===== config.mk =====
export PLATFORM = sky130hd
export DESIGN_NAME = ladder_button_press_classifier_top
export DESIGN_NICKNAME = d
export VERILOG_FILES = /design/src/sv/lbpc_pkg.sv /design/src/sv/lbpc_front.sv /design/src/sv/lbpc_queue.sv /design/src/sv/lbpc_back.sv /design/src/sv/ladder_button_press_classifier_top.sv
export SDC_FILE = /design/constraint.sdc
export NUM_CORES = 1
export LEC_CHECK = 0
export ABC_AREA = 0
export BUFFER_PORTS_ARGS = -buffer_cell sky130_fd_sc_hd__buf_2
export CORE_MARGIN = 2
export CORE_UTILIZATION = 50
export DETAILED_ROUTE_END_ITERATION = 16
export HOLD_SLACK_MARGIN = 0.02
export PLACE_DENSITY = 0.78
export SYNTH_ARGS = -nofsm -noshare
export SYNTH_HDL_FRONTEND = slang
export SYNTH_HIERARCHICAL = 1
export SYNTH_SLANG_ARGS = --single-unit

===== constraint.sdc =====
create_clock -name clk -period 8.05 [get_ports clk]
set_input_delay 1.61 -clock clk [delete_from_list [all_inputs] [get_ports clk]]
set_output_delay 1.61 -clock clk [all_outputs]
set_load 0.1 [all_outputs]

===== src/sv/lbpc_pkg.sv =====
// Shared types, constants and the ladder decode function of the button press classifier.
package lbpc_pkg;

    localparam int SAMPLES_PER_POLL = 4;
    localparam int SAMPLE_W = 12;
    localparam int SUM_W = SAMPLE_W + $clog2(SAMPLES_PER_POLL + 1);
    localparam int TICK_W = 32;
    localparam int DELTA_W = 16;
    localparam int CFG_W = 16;
    localparam int CFG_IDX_W = 8;
    localparam int QUEUE_DEPTH = 2;
    localparam int QUEUE_PTR_W = $clog2(QUEUE_DEPTH);
    localparam int QUEUE_CNT_W = $clog2(QUEUE_DEPTH + 1);

    localparam logic [CFG_IDX_W-1:0] CFG_DEBOUNCE = 8'd0;
    localparam logic [CFG_IDX_W-1:0] CFG_LONG_PRESS = 8'd1;

    localparam logic [CFG_W-1:0] DEBOUNCE_RESET = 16'd20;
    localparam logic [CFG_W-1:0] LONG_PRESS_RESET = 16'd500;

    localparam logic [SAMPLE_W-1:0] LVL_600 = 12'd600;
    localparam logic [SAMPLE_W-1:0] LVL_950 = 12'd950;
    localparam logic [SAMPLE_W-1:0] LVL_1540 = 12'd1540;
    localparam logic [SAMPLE_W-1:0] LVL_2600 = 12'd2600;
    localparam logic [SAMPLE_W-1:0] LVL_1700 = 12'd1700;
    localparam logic [SAMPLE_W-1:0] LVL_1500 = 12'd1500;
    localparam logic [SAMPLE_W-1:0] LVL_988 = 12'd988;

    typedef enum logic [1:0] {
        LAD_NONE = 2'd0,
        LAD_SW1  = 2'd1,
        LAD_SW2  = 2'd2,
        LAD_BOTH = 2'd3
    } ladder_t;

    typedef enum logic [2:0] {
        KIND_ENC        = 3'd0,
        KIND_BACK_SHORT = 3'd1,
        KIND_BACK_LONG  = 3'd2,
        KIND_OK_SHORT   = 3'd3,
        KIND_OK_LONG    = 3'd4
    } kind_t;

    typedef struct packed {
        logic                      enc_valid;
        logic signed [DELTA_W-1:0] delta;
        logic                      btn_valid;
        kind_t                     btn_kind;
    } poll_events_t;

    function automatic ladder_t decode_ladder(input ladder_t held, input logic [SAMPLE_W-1:0] level);
        ladder_t res;
        res = held;
        case (held)
            LAD_NONE:
            begin
                if (level < LVL_600) res = LAD_SW1;
                else if (level < LVL_950) res = LAD_BOTH;
                else if (level < LVL_1540) res = LAD_SW2;
                else if (level < LVL_2600) res = LAD_SW1;
                else res = LAD_NONE;
            end
            LAD_SW1:
            begin
                if (level > LVL_2600) res = LAD_NONE;
                else if (level < LVL_950) res = LAD_BOTH;
                else if (level < LVL_1540) res = LAD_SW2;
                else res = LAD_SW1;
            end
            LAD_SW2:
            begin
                if (level > LVL_1700) res = LAD_NONE;
                else if (level < LVL_600) res = LAD_SW1;
                else if (level < LVL_950) res = LAD_BOTH;
                else res = LAD_SW2;
            end
            default:
            begin
                if (level > LVL_2600) res = LAD_NONE;
                else if (level > LVL_1500) res = LAD_SW1;
                else if (level > LVL_988) res = LAD_SW2;
                else res = LAD_BOTH;
            end
        endcase
        return res;
    endfunction

endpackage


===== src/sv/lbpc_front.sv =====
// Front part: averages the samples, decodes the ladder, debounces and classifies presses.
module lbpc_front
    import lbpc_pkg::*;
(
    input  logic                        clk,
    input  logic                        rst_n,
    input  logic                        in_valid,
    output logic                        in_stall,
    input  logic [SAMPLE_W-1:0]         sample_a,
    input  logic [SAMPLE_W-1:0]         sample_b,
    input  logic [SAMPLE_W-1:0]         sample_c,
    input  logic [SAMPLE_W-1:0]         sample_d,
    input  logic [TICK_W-1:0]           now_ticks,
    input  logic signed [DELTA_W-1:0]   encoder_delta,
    input  logic                        cfg_wr,
    input  logic [CFG_IDX_W-1:0]        cfg_index,
    input  logic [CFG_W-1:0]            cfg_data,
    output logic                        push,
    output poll_events_t                push_data,
    input  logic                        queue_full
);

    logic [SAMPLE_W-1:0] samples [4];
    logic [SUM_W-1:0] sum;
    logic [SUM_W-1:0] avg;

    logic s1_valid_reg, s1_valid_next;
    logic [SAMPLE_W-1:0] s1_level_reg;
    logic [TICK_W-1:0] s1_now_reg;
    logic signed [DELTA_W-1:0] s1_delta_reg;

    logic [CFG_W-1:0] debounce_reg, debounce_next;
    logic [CFG_W-1:0] long_press_reg, long_press_next;
    ladder_t ladder_reg, ladder_next;
    logic [TICK_W-1:0] last_change_reg, last_change_next;
    logic [TICK_W-1:0] ok_press_reg, ok_press_next;
    logic [TICK_W-1:0] back_press_reg, back_press_next;

    logic in_accept;
    logic advance;
    ladder_t decoded;
    logic changed;
    logic ok_long;
    logic back_long;
    logic have_btn;
    kind_t btn_kind;

    assign samples[0] = sample_a;
    assign samples[1] = sample_b;
    assign samples[2] = sample_c;
    assign samples[3] = sample_d;

    always_comb
    begin
        sum = '0;
        for (int i = 0; i < SAMPLES_PER_POLL; i++)
        begin
            sum = sum + SUM_W'(samples[i % 4]);
        end
        avg = sum / SUM_W'(SAMPLES_PER_POLL);
    end

    assign in_stall = s1_valid_reg && queue_full;
    assign in_accept = in_valid && !in_stall;
    assign advance = s1_valid_reg && !queue_full;

    assign decoded = decode_ladder(ladder_reg, s1_level_reg);
    assign changed = (decoded != ladder_reg)
        && ((s1_now_reg - last_change_reg) >= TICK_W'(debounce_reg));
    assign ok_long = (s1_now_reg - ok_press_reg) >= TICK_W'(long_press_reg);
    assign back_long = (s1_now_reg - back_press_reg) >= TICK_W'(long_press_reg);

    always_comb
    begin
        ladder_next = ladder_reg;
        last_change_next = last_change_reg;
        ok_press_next = ok_press_reg;
        back_press_next = back_press_reg;
        have_btn = 1'b0;
        btn_kind = KIND_OK_SHORT;
        if (advance && changed)
        begin
            ladder_next = decoded;
            last_change_next = s1_now_reg;
            if (ladder_reg == LAD_BOTH)
            begin
                if (decoded == LAD_SW1) ok_press_next = s1_now_reg;
                else if (decoded == LAD_SW2) back_press_next = s1_now_reg;
            end
            else if (decoded == LAD_BOTH)
            begin
                if (ladder_reg != LAD_SW1) ok_press_next = s1_now_reg;
                if (ladder_reg != LAD_SW2) back_press_next = s1_now_reg;
            end
            else if (ladder_reg == LAD_SW1)
            begin
                have_btn = 1'b1;
                btn_kind = ok_long ? KIND_OK_LONG : KIND_OK_SHORT;
                if (decoded == LAD_SW2) back_press_next = s1_now_reg;
            end
            else if (ladder_reg == LAD_SW2)
            begin
                have_btn = 1'b1;
                btn_kind = back_long ? KIND_BACK_LONG : KIND_BACK_SHORT;
                if (decoded == LAD_SW1) ok_press_next = s1_now_reg;
            end
            else
            begin
                if (decoded == LAD_SW1) ok_press_next = s1_now_reg;
                else back_press_next = s1_now_reg;
            end
        end
    end

    always_comb
    begin
        push_data.enc_valid = (s1_delta_reg != '0);
        push_data.delta = s1_delta_reg;
        push_data.btn_valid = have_btn;
        push_data.btn_kind = btn_kind;
        push = advance && ((s1_delta_reg != '0) || have_btn);
    end

    always_comb
    begin
        s1_valid_next = s1_valid_reg;
        if (in_accept) s1_valid_next = 1'b1;
        else if (advance) s1_valid_next = 1'b0;
    end

    always_comb
    begin
        debounce_next = debounce_reg;
        long_press_next = long_press_reg;
        if (cfg_wr && (cfg_index == CFG_DEBOUNCE)) debounce_next = cfg_data;
        if (cfg_wr && (cfg_index == CFG_LONG_PRESS)) long_press_next = cfg_data;
    end

    always_ff @(posedge clk or negedge rst_n)
    begin
        if (!rst_n)
        begin
            s1_valid_reg <= 1'b0;
            debounce_reg <= DEBOUNCE_RESET;
            long_press_reg <= LONG_PRESS_RESET;
            ladder_reg <= LAD_NONE;
            last_change_reg <= '0;
            ok_press_reg <= '0;
            back_press_reg <= '0;
        end
        else
        begin
            s1_valid_reg <= s1_valid_next;
            debounce_reg <= debounce_next;
            long_press_reg <= long_press_next;
            ladder_reg <= ladder_next;
            last_change_reg <= last_change_next;
            ok_press_reg <= ok_press_next;
            back_press_reg <= back_press_next;
        end
    end

    always_ff @(posedge clk)
    begin
        if (in_accept)
        begin
            s1_level_reg <= avg[SAMPLE_W-1:0];
            s1_now_reg <= now_ticks;
            s1_delta_reg <= encoder_delta;
        end
    end

endmodule


===== src/sv/lbpc_queue.sv =====
// Short queue of per-poll event pairs between the front and back parts.
module lbpc_queue
    import lbpc_pkg::*;
(
    input  logic         clk,
    input  logic         rst_n,
    input  logic         push,
    input  poll_events_t push_data,
    output logic         full,
    input  logic         pop,
    output poll_events_t pop_data,
    output logic         empty
);

    poll_events_t mem [QUEUE_DEPTH];
    logic [QUEUE_PTR_W-1:0] wr_ptr_reg, wr_ptr_next;
    logic [QUEUE_PTR_W-1:0] rd_ptr_reg, rd_ptr_next;
    logic [QUEUE_CNT_W-1:0] count_reg, count_next;

    assign full = (count_reg == QUEUE_CNT_W'(QUEUE_DEPTH));
    assign empty = (count_reg == '0);
    assign pop_data = mem[rd_ptr_reg];

    always_comb
    begin
        wr_ptr_next = wr_ptr_reg;
        rd_ptr_next = rd_ptr_reg;
        count_next = count_reg;
        if (push)
        begin
            wr_ptr_next = (wr_ptr_reg == QUEUE_PTR_W'(QUEUE_DEPTH - 1)) ? '0 : wr_ptr_reg + 1'b1;
        end
        if (pop)
        begin
            rd_ptr_next = (rd_ptr_reg == QUEUE_PTR_W'(QUEUE_DEPTH - 1)) ? '0 : rd_ptr_reg + 1'b1;
        end
        if (push && !pop) count_next = count_reg + 1'b1;
        else if (pop && !push) count_next = count_reg - 1'b1;
    end

    always_ff @(posedge clk or negedge rst_n)
    begin
        if (!rst_n)
        begin
            wr_ptr_reg <= '0;
            rd_ptr_reg <= '0;
            count_reg <= '0;
        end
        else
        begin
            wr_ptr_reg <= wr_ptr_next;
            rd_ptr_reg <= rd_ptr_next;
            count_reg <= count_next;
        end
    end

    always_ff @(posedge clk)
    begin
        if (push) mem[wr_ptr_reg] <= push_data;
    end

endmodule


===== src/sv/lbpc_back.sv =====
// Back part: emits the encoder and button events of one poll, one item per cycle while out_stall is low.
module lbpc_back
    import lbpc_pkg::*;
(
    input  logic                       clk,
    input  logic                       rst_n,
    input  logic                       queue_empty,
    input  poll_events_t               queue_data,
    output logic                       pop,
    output logic                       out_valid,
    input  logic                       out_stall,
    output logic [2:0]                 event_kind,
    output logic signed [DELTA_W-1:0]  event_delta,
    output logic                       last_of_poll
);

    logic cur_enc_reg, cur_enc_next;
    logic cur_btn_reg, cur_btn_next;
    logic signed [DELTA_W-1:0] cur_delta_reg;
    kind_t cur_kind_reg;

    logic pending;
    logic out_accept;
    logic last_emit;
    logic load;

    assign pending = cur_enc_reg || cur_btn_reg;
    assign out_valid = pending;
    assign out_accept = pending && !out_stall;
    assign last_emit = out_accept && (!cur_enc_reg || !cur_btn_reg);
    assign load = !pending || last_emit;
    assign pop = load && !queue_empty;

    assign event_kind = cur_enc_reg ? KIND_ENC : cur_kind_reg;
    assign event_delta = cur_enc_reg ? cur_delta_reg : '0;
    assign last_of_poll = cur_enc_reg ? !cur_btn_reg : 1'b1;

    always_comb
    begin
        cur_enc_next = cur_enc_reg;
        cur_btn_next = cur_btn_reg;
        if (pop)
        begin
            cur_enc_next = queue_data.enc_valid;
            cur_btn_next = queue_data.btn_valid;
        end
        else if (out_accept)
        begin
            if (cur_enc_reg) cur_enc_next = 1'b0;
            else cur_btn_next = 1'b0;
        end
    end

    always_ff @(posedge clk or negedge rst_n)
    begin
        if (!rst_n)
        begin
            cur_enc_reg <= 1'b0;
            cur_btn_reg <= 1'b0;
        end
        else
        begin
            cur_enc_reg <= cur_enc_next;
            cur_btn_reg <= cur_btn_next;
        end
    end

    always_ff @(posedge clk)
    begin
        if (pop)
        begin
            cur_delta_reg <= queue_data.delta;
            cur_kind_reg <= queue_data.btn_kind;
        end
    end

endmodule


===== src/sv/ladder_button_press_classifier_top.sv =====
// Top level of the resistor ladder button press classifier.
//
//   channel   direction  handshake             payload
//   in        in         in_valid / in_stall   sample_a..sample_d, now_ticks, encoder_delta
//   out       out        out_valid / out_stall event_kind, event_delta, last_of_poll
//   cfg       in         cfg_valid / cfg_ready cfg_index, cfg_data
//
// A poll is averaged on entry to the stage registers and classified, updating the ladder, on exit.
// The front takes one poll per cycle while the two-entry event queue has room.
// The back emits one event per cycle while out_stall is low, so a poll with both an encoder
// and a button event needs two output events; that output rate sets the sustained throughput.
// Reset is asynchronous and active low; it restores the register defaults and clears the ladder.
// Configuration writes are always accepted.
module ladder_button_press_classifier_top
    import lbpc_pkg::*;
(
    input  logic                       clk,
    input  logic                       rst_n,
    input  logic                       in_valid,
    output logic                       in_stall,
    input  logic [SAMPLE_W-1:0]        sample_a,
    input  logic [SAMPLE_W-1:0]        sample_b,
    input  logic [SAMPLE_W-1:0]        sample_c,
    input  logic [SAMPLE_W-1:0]        sample_d,
    input  logic [TICK_W-1:0]          now_ticks,
    input  logic signed [DELTA_W-1:0]  encoder_delta,
    output logic                       out_valid,
    input  logic                       out_stall,
    output logic [2:0]                 event_kind,
    output logic signed [DELTA_W-1:0]  event_delta,
    output logic                       last_of_poll,
    input  logic                       cfg_valid,
    output logic                       cfg_ready,
    input  logic [CFG_IDX_W-1:0]       cfg_index,
    input  logic [CFG_W-1:0]           cfg_data
);

    logic push;
    poll_events_t push_data;
    logic queue_full;
    logic pop;
    poll_events_t pop_data;
    logic queue_empty;

    assign cfg_ready = 1'b1;

    lbpc_front u_front (
        .clk           (clk),
        .rst_n         (rst_n),
        .in_valid      (in_valid),
        .in_stall      (in_stall),
        .sample_a      (sample_a),
        .sample_b      (sample_b),
        .sample_c      (sample_c),
        .sample_d      (sample_d),
        .now_ticks     (now_ticks),
        .encoder_delta (encoder_delta),
        .cfg_wr        (cfg_valid && cfg_ready),
        .cfg_index     (cfg_index),
        .cfg_data      (cfg_data),
        .push          (push),
        .push_data     (push_data),
        .queue_full    (queue_full)
    );

    lbpc_queue u_queue (
        .clk       (clk),
        .rst_n     (rst_n),
        .push      (push),
        .push_data (push_data),
        .full      (queue_full),
        .pop       (pop),
        .pop_data  (pop_data),
        .empty     (queue_empty)
    );

    lbpc_back u_back (
        .clk          (clk),
        .rst_n        (rst_n),
        .queue_empty  (queue_empty),
        .queue_data   (pop_data),
        .pop          (pop),
        .out_valid    (out_valid),
        .out_stall    (out_stall),
        .event_kind   (event_kind),
        .event_delta  (event_delta),
        .last_of_poll (last_of_poll)
    );

endmodule


==> reports/qor.txt <==
PwrDens: 471.3 nW/um^2
Tmin final: 6.114 ns
Residual DRC: 0
Final Max Tran Viols: 0
CP endpoint kind: flip-flop
Synth area leaders: edfxtp_1 (21%), dfrtp_1 (18%), ha_1 (11%), mux2_2 (6.6%), a21oi_1 (3.4%)
Setup-failing EPs final: 0
drt wl/cell: 18.34 um
Finished Core Util: 0.5675
HP Class: reg2reg
total power: 9.215 mW
Synth Net Count: 2002
clock root buffer: clkbuf_16
Final Non-Filler Cells: 2298
Setup TNS: 0 ns
Vias: 13459
Setup Crit Path Kind: reg2reg
Crit-path slowest cell: or4b_2
largest register by flop count: u_queue/mem
critical path's largest stage delay: 0.76 ns
Syn Std Cell Area: 17480 um^2
Synth top area share: 0.2078
CTS tree: built
Avg Cell Area, Syn: 10.34 um^2
CTS Hold Bufs: 0
Placer Congestion: 0.9442
Die Area: 36480 um^2
placed cell area: 18600 um^2
RSZ-0062 raised after global routing: false
initial antenna violation count: 0
Iter 0 DRT Violations: 1231
Final Instance Area: 19550 um^2
vias in the first global route: 12987
Leak Pwr: 8.658 nW
# nets final: 2133
clock-pin transition on the worst setup and hold timing paths: 0.06 ns
initial core utilization: 0.5073
Worst slew margin: 0.2553
htree depth: 1
Synth Flop Type: dfrtp_1
Worst VDD drop: 0.2651 mV
Critical Path, Cell by Cell: inv_1, ha_1, fa_1, nand2b_1, a211oi_1, o22a_1, a21oi_1, xnor2_1, ha_1, a21o_1, a21oi_1, o22ai_1, a21oi_1, nand4_1, a311oi_1, nand4_1, nor4bb_1, a31o_2, buf_4, or4b_2, buf_4, mux2_4
area leader, netlist: edfxtp_1
sequential share of the synthesized area: 0.4045
Inserted Clock Buffers: 27
final period utilization: 0.7595
most common cell after layout, fill and taps aside: ha_1
Hold Fails Final Rpt: 0
Worst Path Buf+Inv: 3
max_cap viols: 0
share of layout cells above drive strength 1: 0.1932
post-CTS setup buffers: 0
antenna cells: 0
Synth Warn #: 6
synth-to-layout area growth: 11.85%
placed cell count: 2248
io pins: 148
pin count of the biggest net entering global routing: 88
outcome: finished clean
pre-CTS WS: 2.013 ns
crit path max fanout: 41
Critical Path AT: 6.55 ns
highest clock rate: 163.6 MHz
Largest register FFs: 42
die height: 191.0 um
number of synthesized flops with an enable pin: 121
Startpoint Class: flip-flop
skew final: 0.01457 ns
first-pass GRT wire length: 66450 um
synth unique cells: 85
GRT overflow: 0
Filler Cell Count: 2890
crit-path most repeated cell: a21oi_1
detailed placement HPWL: 32250 um
CTS Buffer Depth: 3
Global Route Usage Sum: 0.2272
TritonRoute pass-1 iters: 6
tightest hold margin: 0.4805 ns
antenna-violating nets left: 0
drt via density: 5.857
Seq cells post-synth: 258
core area: 34460 um^2
number of port buffers: 146
Clock Sinks: 258
post-synthesis async set-or-reset flop share: 0.5310
num rows: 68
final WL: 42140 um
Worst Tran Pin Value: 1.112 ns
Post-CTS Resized: 0
clk_lat worst skew: 0.56 ns
synthesized instance count: 1691
delay-heaviest family, CP: compound AO/OA/AOI/OAI gates
Required @ worst endpoint: 8.49 ns
setup slack after layout: 1.936 ns
die width: 191.0 um
most frequent cells in the layout: ha_1 (159), inv_1 (158), buf_2 (145)
-- cells by family (layout without fill, tap and decap cells) --
group | after synthesis | count (layout) | synth area share
flops | 258 | 258 | 0.4045
other cells | 1 | 1 | 0.0002145
simple gates | 423 | 423 | 0.1220
mux | 142 | 142 | 0.09705
xor+xnor | 73 | 73 | 0.03657
buf+inv | 209 | 361 | 0.04852
compound gates | 398 | 398 | 0.1457
fa+ha+maj | 187 | 187 | 0.1454
-- report_power, final --
group	total, mW	switching (mW)	internal, mW
registers	2.33	0.349	1.98
logic	5.56	3.26	2.30
clock network	1.32	0.532	0.791
-- worst paths after layout --
kind	from	endpoint	slack, ns	depth (start not counted)
setup / recovery	u_front/s1_now_reg[0]	u_front/back_press_reg[6]	1.94	22
hold / removal	u_front/s1_delta_reg[9]	u_queue/mem[1][13]	0.48	0
setup reg to reg	u_front/s1_now_reg[0]	u_front/back_press_reg[6]	1.94	22
hold reg to reg	u_front/s1_delta_reg[9]	u_queue/mem[1][13]	0.48	0
max in group asynchronous	rst_n	u_queue/count_reg[0]	5.75	2
min in group asynchronous	rst_n	u_front/debounce_reg[13]	1.10	1
-- cell usage after synthesis, types with 27 or more instances --
| cell type | count |
|---|---|
| fa_1 | 27 |
| ha_1 | 159 |
| edfxtp_1 | 121 |
| nor2_1 | 76 |
| and2_1 | 31 |
| nand4_1 | 30 |
| inv_1 | 158 |
| clkbuf_1 | 31 |
| mux2_4 | 29 |
| a21o_1 | 33 |
| dfrtp_1 | 129 |
| xor2_1 | 33 |
| nand3_1 | 31 |
| mux2_2 | 102 |
| a21oi_1 | 119 |
| o21ai_0 | 86 |
| nand2_1 | 126 |
| xnor2_1 | 40 |
-- metal layers --
metal / vias to the layer above / share of wire / track usage
met4: 0 / 0.026 / 0.07275
met1: 6553 / 0.45 / 0.3157
li1: 6402 / - / -
met3: 72 / 0.057 / 0.02478
met5: - / 0 / 0
met2: 432 / 0.47 / 0.3725
-- area by class of cell --
cell class                      count  area (um^2)  share of cell area
Multi-Input combinational cell   1224         9572              0.4895
Sequential cell                   258         7072              0.3617
Timing Repair Buffer              153        789.5             0.04038
Clock buffer                       33        739.5             0.03782
Inverter                          158        593.1             0.03033
Tap cell                          455        569.3             0.02911
Clock inverter                     17        219.0             0.01120
(Power assumes the default switching activity.)
